--- src/hdl/dqs_pkg.sv ---
package dqs_pkg;

  // Field widths fixed by the interface
  localparam int unsigned ACT_W  = 3;
  localparam int unsigned VAL_W  = 32;
  localparam int unsigned STAT_W = 2;
  localparam int unsigned POS_W  = 6;
  localparam int unsigned CNT_W  = 7;

  // Action codes on the input channel
  localparam logic [ACT_W-1:0] ACT_PUSH_FRONT = 3'd0;
  localparam logic [ACT_W-1:0] ACT_PUSH_BACK  = 3'd1;
  localparam logic [ACT_W-1:0] ACT_POP_FRONT  = 3'd2;
  localparam logic [ACT_W-1:0] ACT_POP_BACK   = 3'd3;
  localparam logic [ACT_W-1:0] ACT_SEARCH     = 3'd4;
  localparam logic [ACT_W-1:0] ACT_CLEAR      = 3'd5;

  // Internal command codes, after decode
  localparam logic [2:0] OP_PUSH_FRONT = 3'd0;
  localparam logic [2:0] OP_PUSH_BACK  = 3'd1;
  localparam logic [2:0] OP_POP_FRONT  = 3'd2;
  localparam logic [2:0] OP_POP_BACK   = 3'd3;
  localparam logic [2:0] OP_SEARCH     = 3'd4;
  localparam logic [2:0] OP_CLEAR      = 3'd5;
  localparam logic [2:0] OP_NOP        = 3'd6;

  // Result status codes
  localparam logic [STAT_W-1:0] ST_OK    = 2'd0;
  localparam logic [STAT_W-1:0] ST_EMPTY = 2'd1;
  localparam logic [STAT_W-1:0] ST_FULL  = 2'd2;

  typedef struct packed {
    logic [2:0]              op;
    logic signed [VAL_W-1:0] value;
  } cmd_t;

  typedef struct packed {
    logic [STAT_W-1:0]       status;
    logic signed [VAL_W-1:0] removed_value;
    logic                    found;
    logic [POS_W-1:0]        found_position;
    logic [CNT_W-1:0]        count;
  } res_t;

endpackage

--- src/hdl/dqs_ram.sv ---
module dqs_ram #(
  parameter int unsigned WIDTH = 32,
  parameter int unsigned DEPTH = 64
) (
  input  logic                     clk,
  input  logic                     wr_en,
  input  logic [$clog2(DEPTH)-1:0] wr_addr,
  input  logic [WIDTH-1:0]         wr_data,
  input  logic                     rd_en,
  input  logic [$clog2(DEPTH)-1:0] rd_addr,
  output logic [WIDTH-1:0]         rd_data
);

  logic [WIDTH-1:0] mem [DEPTH];

  always_ff @(posedge clk) begin
    if (wr_en) begin
      mem[wr_addr] <= wr_data;
    end
    if (rd_en) begin
      rd_data <= mem[rd_addr];
    end
  end

endmodule

--- src/hdl/dqs_front.sv ---
// Front end: decodes requests and buffers them in a two-entry queue.
module dqs_front (
  input  logic                                clk,
  input  logic                                rst,
  input  logic [dqs_pkg::ACT_W-1:0]           action,
  input  logic signed [dqs_pkg::VAL_W-1:0]    value,
  input  logic                                in_valid,
  output logic                                in_stall,
  output logic                                cmd_valid,
  output dqs_pkg::cmd_t                       cmd,
  input  logic                                cmd_take
);

  dqs_pkg::cmd_t q_cmd [2];
  logic          wr_ptr;
  logic          rd_ptr;
  logic [1:0]    fill;
  dqs_pkg::cmd_t dec;
  logic          push;

  always_comb begin
    dec.value = value;
    unique case (action)
      dqs_pkg::ACT_PUSH_FRONT: dec.op = dqs_pkg::OP_PUSH_FRONT;
      dqs_pkg::ACT_PUSH_BACK:  dec.op = dqs_pkg::OP_PUSH_BACK;
      dqs_pkg::ACT_POP_FRONT:  dec.op = dqs_pkg::OP_POP_FRONT;
      dqs_pkg::ACT_POP_BACK:   dec.op = dqs_pkg::OP_POP_BACK;
      dqs_pkg::ACT_SEARCH:     dec.op = dqs_pkg::OP_SEARCH;
      dqs_pkg::ACT_CLEAR:      dec.op = dqs_pkg::OP_CLEAR;
      default:                 dec.op = dqs_pkg::OP_NOP;
    endcase
  end

  assign in_stall  = (fill == 2'd2);
  assign push      = in_valid && !in_stall;
  assign cmd_valid = (fill != 2'd0);
  assign cmd       = q_cmd[rd_ptr];

  always_ff @(posedge clk) begin
    if (push) begin
      q_cmd[wr_ptr] <= dec;
    end
  end

  always_ff @(posedge clk) begin
    if (rst) begin
      wr_ptr <= 1'b0;
      rd_ptr <= 1'b0;
      fill   <= 2'd0;
    end else begin
      if (push) begin
        wr_ptr <= !wr_ptr;
      end
      if (cmd_take) begin
        rd_ptr <= !rd_ptr;
      end
      if (push && !cmd_take) begin
        fill <= fill + 2'd1;
      end else if (!push && cmd_take) begin
        fill <= fill - 2'd1;
      end
    end
  end

endmodule

--- src/hdl/dqs_back.sv ---
// Back end: executes decoded commands against the ring store.
module dqs_back #(
  parameter int unsigned DEPTH = 64
) (
  input  logic          clk,
  input  logic          rst,
  input  logic          cmd_valid,
  input  dqs_pkg::cmd_t cmd,
  output logic          cmd_take,
  output logic          out_valid,
  input  logic          out_stall,
  output dqs_pkg::res_t res
);

  localparam int unsigned AW = $clog2(DEPTH);
  localparam int unsigned CW = $clog2(DEPTH + 1);
  localparam logic [AW:0]   DEPTH_A = (AW + 1)'(DEPTH);
  localparam logic [CW-1:0] DEPTH_C = CW'(DEPTH);

  localparam logic [1:0] S_IDLE = 2'd0;
  localparam logic [1:0] S_POP  = 2'd1;
  localparam logic [1:0] S_SRCH = 2'd2;

  logic [1:0]                       state, state_next;
  logic [AW-1:0]                    front, front_next;
  logic [CW-1:0]                    elem_count, count_next;
  logic [AW-1:0]                    srch_idx, idx_next;
  logic signed [dqs_pkg::VAL_W-1:0] srch_val, val_next;
  logic                             ram_wr_en, ram_rd_en;
  logic [AW-1:0]                    ram_wr_addr, ram_rd_addr;
  logic [dqs_pkg::VAL_W-1:0]        ram_wr_data, ram_rd_data;
  logic                             out_free, res_load;
  dqs_pkg::res_t                    res_next;
  logic [CW-1:0]                    next_idx_c;
  logic [CW-1:0]                    count_dec;
  logic [AW-1:0]                    front_dec;
  logic [AW+dqs_pkg::POS_W-1:0]     pos_ext;
  logic [CW+dqs_pkg::CNT_W-1:0]     cnt_ext;

  // Ring address at a distance from the front; off < DEPTH
  function automatic logic [AW-1:0] ring_at(input logic [AW-1:0] base,
                                            input logic [AW-1:0] off);
    logic [AW:0] s;
    s = {1'b0, base} + {1'b0, off};
    if (s >= DEPTH_A) begin
      s = s - DEPTH_A;
    end
    return s[AW-1:0];
  endfunction

  dqs_ram #(
    .WIDTH (dqs_pkg::VAL_W),
    .DEPTH (DEPTH)
  ) u_store (
    .clk     (clk),
    .wr_en   (ram_wr_en),
    .wr_addr (ram_wr_addr),
    .wr_data (ram_wr_data),
    .rd_en   (ram_rd_en),
    .rd_addr (ram_rd_addr),
    .rd_data (ram_rd_data)
  );

  assign out_free   = !out_valid || !out_stall;
  assign next_idx_c = CW'(srch_idx) + CW'(1);
  assign count_dec  = elem_count - CW'(1);
  assign front_dec  = (front == '0) ? AW'(DEPTH - 1) : front - AW'(1);

  always_comb begin
    state_next  = state;
    front_next  = front;
    count_next  = elem_count;
    idx_next    = srch_idx;
    val_next    = srch_val;
    ram_wr_en   = 1'b0;
    ram_wr_addr = front;
    ram_wr_data = cmd.value;
    ram_rd_en   = 1'b0;
    ram_rd_addr = front;
    cmd_take    = 1'b0;
    res_load    = 1'b0;
    res_next    = '0;
    pos_ext     = '0;

    unique case (state)
      S_IDLE: begin
        if (cmd_valid && out_free) begin
          cmd_take = 1'b1;
          unique case (cmd.op)
            dqs_pkg::OP_PUSH_FRONT: begin
              res_load = 1'b1;
              if (elem_count == DEPTH_C) begin
                res_next.status = dqs_pkg::ST_FULL;
              end else begin
                front_next  = front_dec;
                ram_wr_en   = 1'b1;
                ram_wr_addr = front_dec;
                count_next  = elem_count + CW'(1);
              end
            end
            dqs_pkg::OP_PUSH_BACK: begin
              res_load = 1'b1;
              if (elem_count == DEPTH_C) begin
                res_next.status = dqs_pkg::ST_FULL;
              end else begin
                ram_wr_en   = 1'b1;
                ram_wr_addr = ring_at(front, elem_count[AW-1:0]);
                count_next  = elem_count + CW'(1);
              end
            end
            dqs_pkg::OP_POP_FRONT: begin
              if (elem_count == '0) begin
                res_load        = 1'b1;
                res_next.status = dqs_pkg::ST_EMPTY;
              end else begin
                ram_rd_en   = 1'b1;
                ram_rd_addr = front;
                front_next  = ring_at(front, AW'(1));
                count_next  = count_dec;
                state_next  = S_POP;
              end
            end
            dqs_pkg::OP_POP_BACK: begin
              if (elem_count == '0) begin
                res_load        = 1'b1;
                res_next.status = dqs_pkg::ST_EMPTY;
              end else begin
                ram_rd_en   = 1'b1;
                ram_rd_addr = ring_at(front, count_dec[AW-1:0]);
                count_next  = count_dec;
                state_next  = S_POP;
              end
            end
            dqs_pkg::OP_SEARCH: begin
              if (elem_count == '0) begin
                res_load = 1'b1;
              end else begin
                ram_rd_en   = 1'b1;
                ram_rd_addr = front;
                idx_next    = '0;
                val_next    = cmd.value;
                state_next  = S_SRCH;
              end
            end
            dqs_pkg::OP_CLEAR: begin
              res_load   = 1'b1;
              front_next = '0;
              count_next = '0;
            end
            default: begin
              res_load = 1'b1;
            end
          endcase
        end
      end
      S_POP: begin
        res_load               = 1'b1;
        res_next.removed_value = ram_rd_data;
        state_next             = S_IDLE;
      end
      S_SRCH: begin
        // read data belongs to srch_idx; next read issued back to back
        if (ram_rd_data == srch_val) begin
          res_load                = 1'b1;
          res_next.found          = 1'b1;
          pos_ext                 = {{dqs_pkg::POS_W{1'b0}}, srch_idx};
          res_next.found_position = pos_ext[dqs_pkg::POS_W-1:0];
          state_next              = S_IDLE;
        end else if (next_idx_c == elem_count) begin
          res_load   = 1'b1;
          state_next = S_IDLE;
        end else begin
          ram_rd_en   = 1'b1;
          ram_rd_addr = ring_at(front, next_idx_c[AW-1:0]);
          idx_next    = next_idx_c[AW-1:0];
        end
      end
      default: begin
        state_next = S_IDLE;
      end
    endcase

    cnt_ext        = {{dqs_pkg::CNT_W{1'b0}}, count_next};
    res_next.count = cnt_ext[dqs_pkg::CNT_W-1:0];
  end

  always_ff @(posedge clk) begin
    if (rst) begin
      state      <= S_IDLE;
      front      <= '0;
      elem_count <= '0;
      out_valid  <= 1'b0;
    end else begin
      state      <= state_next;
      front      <= front_next;
      elem_count <= count_next;
      if (res_load) begin
        out_valid <= 1'b1;
      end else if (!out_stall) begin
        out_valid <= 1'b0;
      end
    end
  end

  always_ff @(posedge clk) begin
    srch_idx <= idx_next;
    srch_val <= val_next;
    if (res_load) begin
      res <= res_next;
    end
  end

  a_count_bound: assert property (@(posedge clk) disable iff (rst)
    elem_count <= DEPTH_C)
    else $error("element count beyond depth");

  a_full_only_when_full: assert property (@(posedge clk) disable iff (rst)
    res_load && (res_next.status == dqs_pkg::ST_FULL) |-> elem_count == DEPTH_C)
    else $error("full status with room left");

  a_pop_follows_idle: assert property (@(posedge clk) disable iff (rst)
    (state == S_POP) |-> ($past(state) == S_IDLE) && !cmd_take)
    else $error("pop completion out of sequence");

  a_search_in_range: assert property (@(posedge clk) disable iff (rst)
    (state == S_SRCH) |-> (CW'(srch_idx) < elem_count))
    else $error("search index past count");

  a_removed_only_on_ok: assert property (@(posedge clk) disable iff (rst)
    res_load && (res_next.removed_value != '0) |-> res_next.status == dqs_pkg::ST_OK)
    else $error("removed value on failed request");

endmodule

--- src/hdl/deque_with_search.sv ---
// Bounded double-ended queue of signed 32-bit values, with a linear search.
// Input channel (in_valid / in_stall): action and value. Actions are push
// front, push back, pop front, pop back, search and clear; other codes are
// no-ops. Output channel (out_valid / out_stall): one result per request,
// carrying status, removed_value, found, found_position and count.
// Requests are decoded into a two-entry queue, so the input side keeps
// taking requests while a result waits at the output.
// Push, clear, no-op and a search of an empty queue load the result as the
// back end takes the request; a pop loads it from S_POP after the store
// read; a search compares one entry per cycle in S_SRCH until a match or
// the count. The ring store has one read port: pushes and clears run 1 per
// cycle while out_stall is low; a pop or a search holds the back end.
// Reset (rst, synchronous) empties the queue and drops any pending request
// or result; store contents are not cleared, only entries inside the count
// are ever read. While out_stall is high the result register holds and the
// back end waits; the input queue fills and then raises in_stall.
// Push on a full queue returns full status, pop on an empty queue returns
// empty status; neither changes the contents.
module deque_with_search #(
  parameter int unsigned DEPTH = 64
) (
  input  logic                                clk,
  input  logic                                rst,
  input  logic [dqs_pkg::ACT_W-1:0]           action,
  input  logic signed [dqs_pkg::VAL_W-1:0]    value,
  input  logic                                in_valid,
  output logic                                in_stall,
  output logic [dqs_pkg::STAT_W-1:0]          status,
  output logic signed [dqs_pkg::VAL_W-1:0]    removed_value,
  output logic                                found,
  output logic [dqs_pkg::POS_W-1:0]           found_position,
  output logic [dqs_pkg::CNT_W-1:0]           count,
  output logic                                out_valid,
  input  logic                                out_stall
);

  logic          cmd_valid;
  logic          cmd_take;
  dqs_pkg::cmd_t cmd;
  dqs_pkg::res_t res;

  // decode + request queue
  dqs_front u_front (
    .clk       (clk),
    .rst       (rst),
    .action    (action),
    .value     (value),
    .in_valid  (in_valid),
    .in_stall  (in_stall),
    .cmd_valid (cmd_valid),
    .cmd       (cmd),
    .cmd_take  (cmd_take)
  );

  // execution against the ring store, result register
  dqs_back #(
    .DEPTH (DEPTH)
  ) u_back (
    .clk       (clk),
    .rst       (rst),
    .cmd_valid (cmd_valid),
    .cmd       (cmd),
    .cmd_take  (cmd_take),
    .out_valid (out_valid),
    .out_stall (out_stall),
    .res       (res)
  );

  assign status         = res.status;
  assign removed_value  = res.removed_value;
  assign found          = res.found;
  assign found_position = res.found_position;
  assign count          = res.count;

endmodule
--- config.mk ---
export PLATFORM = sky130hd
export DESIGN_NAME = deque_with_search
export DESIGN_NICKNAME = d
export VERILOG_FILES = /design/src/hdl/dqs_pkg.sv /design/src/hdl/dqs_ram.sv /design/src/hdl/dqs_front.sv /design/src/hdl/dqs_back.sv /design/src/hdl/deque_with_search.sv
export SDC_FILE = /design/constraint.sdc
export NUM_CORES = 2
export LEC_CHECK = 0
export BUFFER_PORTS_ARGS = -buffer_cell sky130_fd_sc_hd__buf_4
export CAP_MARGIN = 25
export CORE_AREA = 2 2 547 549
export DETAILED_ROUTE_END_ITERATION = 16
export DIE_AREA = 0 0 549 551
export SYNTH_ARGS = -nofsm -noshare
export SYNTH_HDL_FRONTEND = slang
export SYNTH_SLANG_ARGS = --single-unit
--- constraint.sdc ---
create_clock -name clk -period 4.45 [get_ports clk]
set_input_delay 0 -clock clk [delete_from_list [all_inputs] [get_ports clk]]
set_output_delay 0 -clock clk [all_outputs]
set_load 0.02 [all_outputs]
## Yosys cells after proc, flatten, opt, wreduce, memory -nomap -nowiden

Memory sizes are Yosys's and may differ from the RTL's. A register that Yosys moved wholly into a read port is not among the register bits.
Cells that the tools add are included.

| word-level totals | value |
|---|---|
| register bits | 106 |
| bits in writable memories | 2,118 |
| output and inout port bits | 50 |
| logic and storage cells | 161 |
| memories kept | 2 |

Memories:

| name | depth | width | read ports | clocked after memory_dff | write ports | line | RTL |
|---|---|---|---|---|---|---|---|
| u_back.u_store.mem | 64 | 32 | 1 | 1 | 1 | dqs_ram.sv:14 | `logic [WIDTH-1:0] mem [DEPTH];` |
| u_front.q_cmd | 2 | 35 | 1 | 1 | 1 | dqs_front.sv:14 | `dqs_pkg::cmd_t q_cmd [2];` |

| cells by class | value |
|---|---|
| add/sub/neg operators | 14 |
| order comparisons | 4 |
| equality and inequality tests | 27 |
| muxes and demuxes | 69 |
| bitwise logic cells | 1 |
| reduce and logical (&&, ||, !) cells | 30 |

Operators with widths:

| operator | number |
|---|---|
| $mux 6 | 20 |
| $pmux 6 s2 | 3 |
| $mux 7 | 5 |
| $eq 32x32->1 | 1 |
| $sub 6x1->6 const B | 5 |
| $ge 7x7->1 const B | 4 |
| $mux 1 | 25 |
| $add 6x6->7 | 3 |
| $pmux 7 s3 | 1 |
| $pmux 3 s6 | 1 |
| $pmux 6 s3 | 1 |
| $mux 2 | 8 |
| $add 6x1->7 const B | 2 |
| $eq 3x2->1 const B | 4 |
| $eq 3x3->1 const B | 4 |
| $pmux 2 s2 | 3 |
| $ne 2x2->1 const B | 5 |
| $ne 3x3->1 const B | 3 |
| $reduce_and 4->1 | 2 |
| $add 7x1->7 const B | 1 |
| $eq 7x7->1 | 1 |
| $eq 7x7->1 const B | 1 |
| $logic_not 1->1 | 7 |
| $logic_not 7->1 | 1 |
| other kinds (23) | 34 |

## Longest topological paths before layout

| logic depth | value |
|---|---|
| depth after elaboration | 8 |
| gate-level depth with buffers | 16 |

## Hierarchy

Synthesis repeated with hierarchy kept, for this count alone.

| second synthesis, totals | value |
|---|---|
| cell total of the unflattened synthesis | 4,191 |
| area, all modules | 87,921.8 µm² |

Modules (own cells, without submodules):

| module | times used | cells each | area each (µm²) | sequential area each (µm²) |
|---|---|---|---|---|
| dqs_ram | 1 | 3,511 | 79,359.9 | 62,459.9 |
| dqs_back | 1 | 543 | 5,804.3 | 2,902.8 |
| dqs_front | 1 | 137 | 2,757.6 | 2,202.1 |

## Least setup slack after synthesis

No wires, ideal clock.

| timing | value |
|---|---|
| kind | reg-to-reg |
| start | reg u_back.elem_count[1] |
| end | mem u_back.u_store.mem[45][0] (enable) |
| library setup time | 0.421 ns |
| arrival | 4.299 ns |
| data required time | 4.029 ns |
| setup slack | -0.270 ns |
| cell stages (with the launch flop) | 15 |
| buffers on the path | 2 |
| clock period less this slack | 4.720 ns |
| path through | dfxtp_1 inv_1 ha_1 or3b_1 clkbuf_1 nor4b_4 nor4_1 nand2_1 xnor2_1 a21oi_1 a31oi_1 o21a_1 or3b_1 clkbuf_1 nor2_1 |

| between the ends | value |
|---|---|
| cells in the longest elaborated chain, start to end | 7 |
| elaborated cells on any way between the ends | 16 |

RTL lines:

| element | line | RTL |
|---|---|---|
| from (decl) | dqs_back.sv:26 | `logic [CW-1:0] elem_count, count_next;` |
| from (signal assigned) | dqs_back.sv:196 | `elem_count <= count_next;` |
| $add 6x6->7 / $eq 7x7->1 (equally long branches) | dqs_back.sv:44, dqs_back.sv:92, dqs_back.sv:103 |  |
| $sub 6x1->6 (tied with other cells) | dqs_back.sv:46 | `s = s - DEPTH_A;` |
| $mux 6 / $mux 1 (equally long branches) | n/a |  |
| $mux 6 / $mux 1 (equally long branches) | dqs_back.sv:103, dqs_back.sv:87 |  |
| $pmux 6 s2 / $mux 1 (equally long branches) | dqs_back.sv:89, dqs_back.sv:85 |  |
| $mux 6 / $mux 1 (equally long branches) | dqs_back.sv:87, dqs_ram.sv:17 |  |
| $mux 6 / $mux 1 (equally long branches) | dqs_back.sv:85, dqs_ram.sv:18 |  |
| to (decl) | dqs_ram.sv:14 |  |

Parallel ways exist; a longest one is shown, timed or not.

## Worst setup path after layout

| timing | value |
|---|---|
| start | reg u_back.u_store.rd_data[30] (read register of u_back.u_store.mem) |
| end | reg u_back.u_store.rd_data[4] (read register of u_back.u_store.mem) (data pin) |

| between the ends | value |
|---|---|
| cells in the longest elaborated chain, start to end | 3 |
| elaborated cells on any way between the ends | 5 |

RTL lines:

| element | line | RTL |
|---|---|---|
| from (decl) | dqs_ram.sv:11 | `output logic [WIDTH-1:0] rd_data` |
| $eq 32x32->1 (*) | dqs_back.sv:163 | `if (ram_rd_data == srch_val) begin` |
| $mux 6 / $mux 1 (equally long branches) | dqs_back.sv:163 |  |
| $pmux 6 s2 / $pmux 1 s2 (equally long branches) | dqs_back.sv:85 | `unique case (state)` |

Mark *: on every way between the ends. The rest lies on a longest branch, timed or not.
A chain may end at the register's enable or synchronous reset.

==> flow_summary.yaml <==
outcome:
  status: "complete, but fails checks"
  violations: "setup timing"
detailed_routing:
  via_per_inst: 5.23
  drtAntennaViolNets: 0
  first_pass_iters: 6
  top_layer: "met5"
  wl_met2_um: 130000
  first_iter_violations: 6691
  drt-met1-wl_um: 112000
  wl_met3_um: 24500
  wirelength_um: 279000
  drc: 0
  routed-via-count: 54500
  wl_per_cell_um: 26.8
synth:
  seq_area_frac_synth_pct: 76.3
  synth_ff_type: "edfxtp_1"
  syn-num-nets: 5493
  synth_edf_count: 2236
  async_flop_share_pct: 0
  synth_cells: 5429
  ys_ff_latch: 2257
  yosysUniqueCellTypes: 92
  yosysWarnings: 0
  synthesis.area_sq_um: 88500
  avgSynthCellArea_sq_um: 16.3
grt:
  antenna_found_initial: 18
  grt_usage_pct: 17.8
  grt_max_degree: 66
  overflow: 0
  grt_pass1_wl_um: 389000
  grt_pass1_vias: 53200
clock_tree:
  cts_sinks: 2257
  path_clk_slew_ps: 70
  numCtsBuffers: 220
  cts_tree: "yes"
  clk-insertion-delay-late_ps: 890
  root_buffer: "clkbuf_16"
  clock_path_buffers: 3
  htreeDepth: 4
critical_path:
  cp.arrival_ps: 5200
  start_kind: "flop"
  crit_type: "flop to flop"
  required_ps: 4910
  r2r_end: "u_back.u_store.rd_data[4]"
  reg2reg_slack_ps: -300
  reg2reg_from: "u_back.u_store.rd_data[30]"
  worstPathMaxFanout: 9
  critPathCaptureType: "flop"
  ff2ff_path_depth: 18
timing:
  min_period_ps: 4750
  slew_headroom_pct: 26.3
  worstMarginPinSlew_ps: 1110
  setup_viol: 31
  whs_ps: 124
  fin_crit_sh_pct: 107
  fmax_ghz: 0.211
  fin_skew_ps: 41.2
  slew_violations: 0
  rsz0062_at_grt: "true"
  hold_viol: 0
  setup_ws_ps: -296
placed_design:
  dpl_worst_slack_ps: -757
  hpwl_um: 164000
  io_buffer_count: 88
  gp_congestion: 0.888
  dpl_cell_area_sq_um: 100000
floorplanning:
  floorplan.initialDensity_pct: 29.9
  io_pins: 89
  die-width_um: 549
  dieArea_sq_um: 302000
  row_count: 200
  core_area_sq_um: 296000
  die_h_um: 551
layout:
  postLayoutCellArea_sq_um: 112000
  regArea_sq_um: 67600
  area_delta_synth_final_pct: 26.8
  fin_util_pct: 37.9
  fillers: 27100
  multi_input_area_sq_um: 21400
  drive_above_1_share_pct: 23.9
  fin_nets: 6352
job:
  max_cap_viol_count: 0
worst_hold_path:
  min_from: "in_valid"
  hold_depth: 5
  min_path_type: "input pin to flop"
  hold_end: "u_front.wr_ptr"
pwr:
  powerDensity_nw_per_um2: 593
  p_total_mw: 66.6
  power_leakage_nw: 40.5
  peakVddDrop_uv: 568
cell usage in the layout, fill, tap and decap left out, types with 30 or more instances in the layout:
cell              n
nand3_1         143
clkbuf_16       238
mux2i_1         620
xor2_1           45
clkinv_1         50
nor2_4           68
dlygate4sd3_1    76
buf_4           571
buf_6            51
clkinv_2         41
o21ai_0          48
o22ai_1         186
nor2_1           37
a21oi_1          55
nand2_1         704
and3_1           30
a31oi_1          42
buf_12          178
nand4_1          91
clkbuf_1         54
buf_16           39
o21ai_1          67
mux2i_2          50
o22ai_2          44
a32oi_1         173
mux2_2           34
and2_1           44
edfxtp_1       2236
synth_stat cells (19+ instances only):
cell	instances	area share [%]
mux2i_1	690	7.8
nand4_1	91	0.64
clkbuf_1	130	0.55
buf_2	106	0.60
a31oi_1	51	0.36
o22ai_1	254	1.8
ha_1	22	0.31
o21ai_0	134	0.76
and4_1	27	0.27
a32oi_1	176	1.7
mux2_2	36	0.46
edfxtp_1	2236	76
nand3_1	144	0.81
and2_1	44	0.31
dfxtp_1	21	0.47
xor2_1	45	0.45
inv_1	23	0.097
nor2_1	103	0.44
a21oi_1	58	0.33
nor3_1	19	0.11
nand2_1	705	3.0
and3_1	33	0.23
buf_4	59	0.50
cell families (layout without fill, tap and decap cells):
logic type | count (synthesis) | after routing | synth area share, %
DFF | 2257 | 2257 | 76.3
and+or+nand+nor | 1234 | 1234 | 6.41
AOI/OAI and AO/OA | 780 | 780 | 6.09
muxes | 727 | 727 | 8.27
buffers and inverters | 341 | 1392 | 1.87
xor gates and xnor gates | 65 | 65 | 0.674
adders and majority gates | 25 | 25 | 0.379
other | 0 | 8 | 0
how the worst max path moves through the flow:
stage	start	endpoint	slack, ps	cells past startpoint
2_1_floorplan	u_back.elem_count[1]	u_back.u_store.mem[45][0]	-270	14
3_3_place_gp	u_back.u_store.rd_data[30]	u_back.u_store.rd_data[4]	-780	15
3_5_place_dp	u_back.u_store.rd_data[30]	u_back.u_store.rd_data[4]	-760	15
4_1_cts	u_back.u_store.rd_data[18]	u_back.u_store.rd_data[4]	-330	16
5_1_grt	u_back.u_store.rd_data[21]	u_back.u_store.rd_data[4]	-390	16
6_report	u_back.u_store.rd_data[30]	u_back.u_store.rd_data[4]	-300	18
metal layers:
metal	vias up	GRT usage [%]
met5	-	0
li1	23200	-
met1	28300	23.8
met4	10	7.22
met2	2621	28.7
met3	455	2.86
report_power, final:
group	switching, mW	total, mW	internal [mW]
Combinational	13.2	21.5	8.35
Clock	8.00	18.5	10.5
Sequential	0.239	26.5	26.3
critical path: stages (launching register included):
cell	delay, ps
edfxtp_1	360
buf_4	200
xor2_1	160
nor4_1	260
nand4_1	550
buf_6	350
o32ai_4	230
buf_6	160
buf_4	120
nor2_1	80
o311ai_2	290
buf_4	180
buf_4	170
a211oi_4	100
buf_6	200
buf_4	160
a31oi_2	160
buf_4	180
nand4_1	370
registers in the layout, indices dropped and copies added, names as in the netlist, named ones only:
signal                  count
u_front.fill                2
u_back.state                2
u_back.elem_count           7
u_front.rd_ptr              1
u_front.wr_ptr              1
u_back.u_store.mem       2048
u_front.q_cmd              70
u_back.srch_idx             6
u_back.srch_val            32
u_back.u_store.rd_data     32
u_back.out_valid            1
u_back.res                 48
u_back.front                6
cell type report:
cell class	count	area share, %
clock inverter	137	1.20
sequential	2257	60.2
antenna	8	0.0178
timing repair buffer	954	9.94
tap	3939	4.39
multi-input combinational	2831	19.0
clock buffer	277	5.14
inverter	24	0.0803
metrics by stage:
step | setup TNS (ps) | cells
floorplan | -160140 | 5429
global placement | -10950 | 9764
detailed placement | -9530 | 9770
CTS | -4750 | 10400
global route | -8270 | 10400
finish | -3890 | 10400
timing repair:
action | CTS | global route
buffers inserted | 95 | 42
hold buffers | 76 | 0
pin swaps | 76 | 89
gates cloned | 27 | 17
gates resized for setup | 340 | 191
endpoints found under the setup margin | 32 | 32
hold endpoints to repair | 126 | 0
Power figures use the tool's default switching activity.
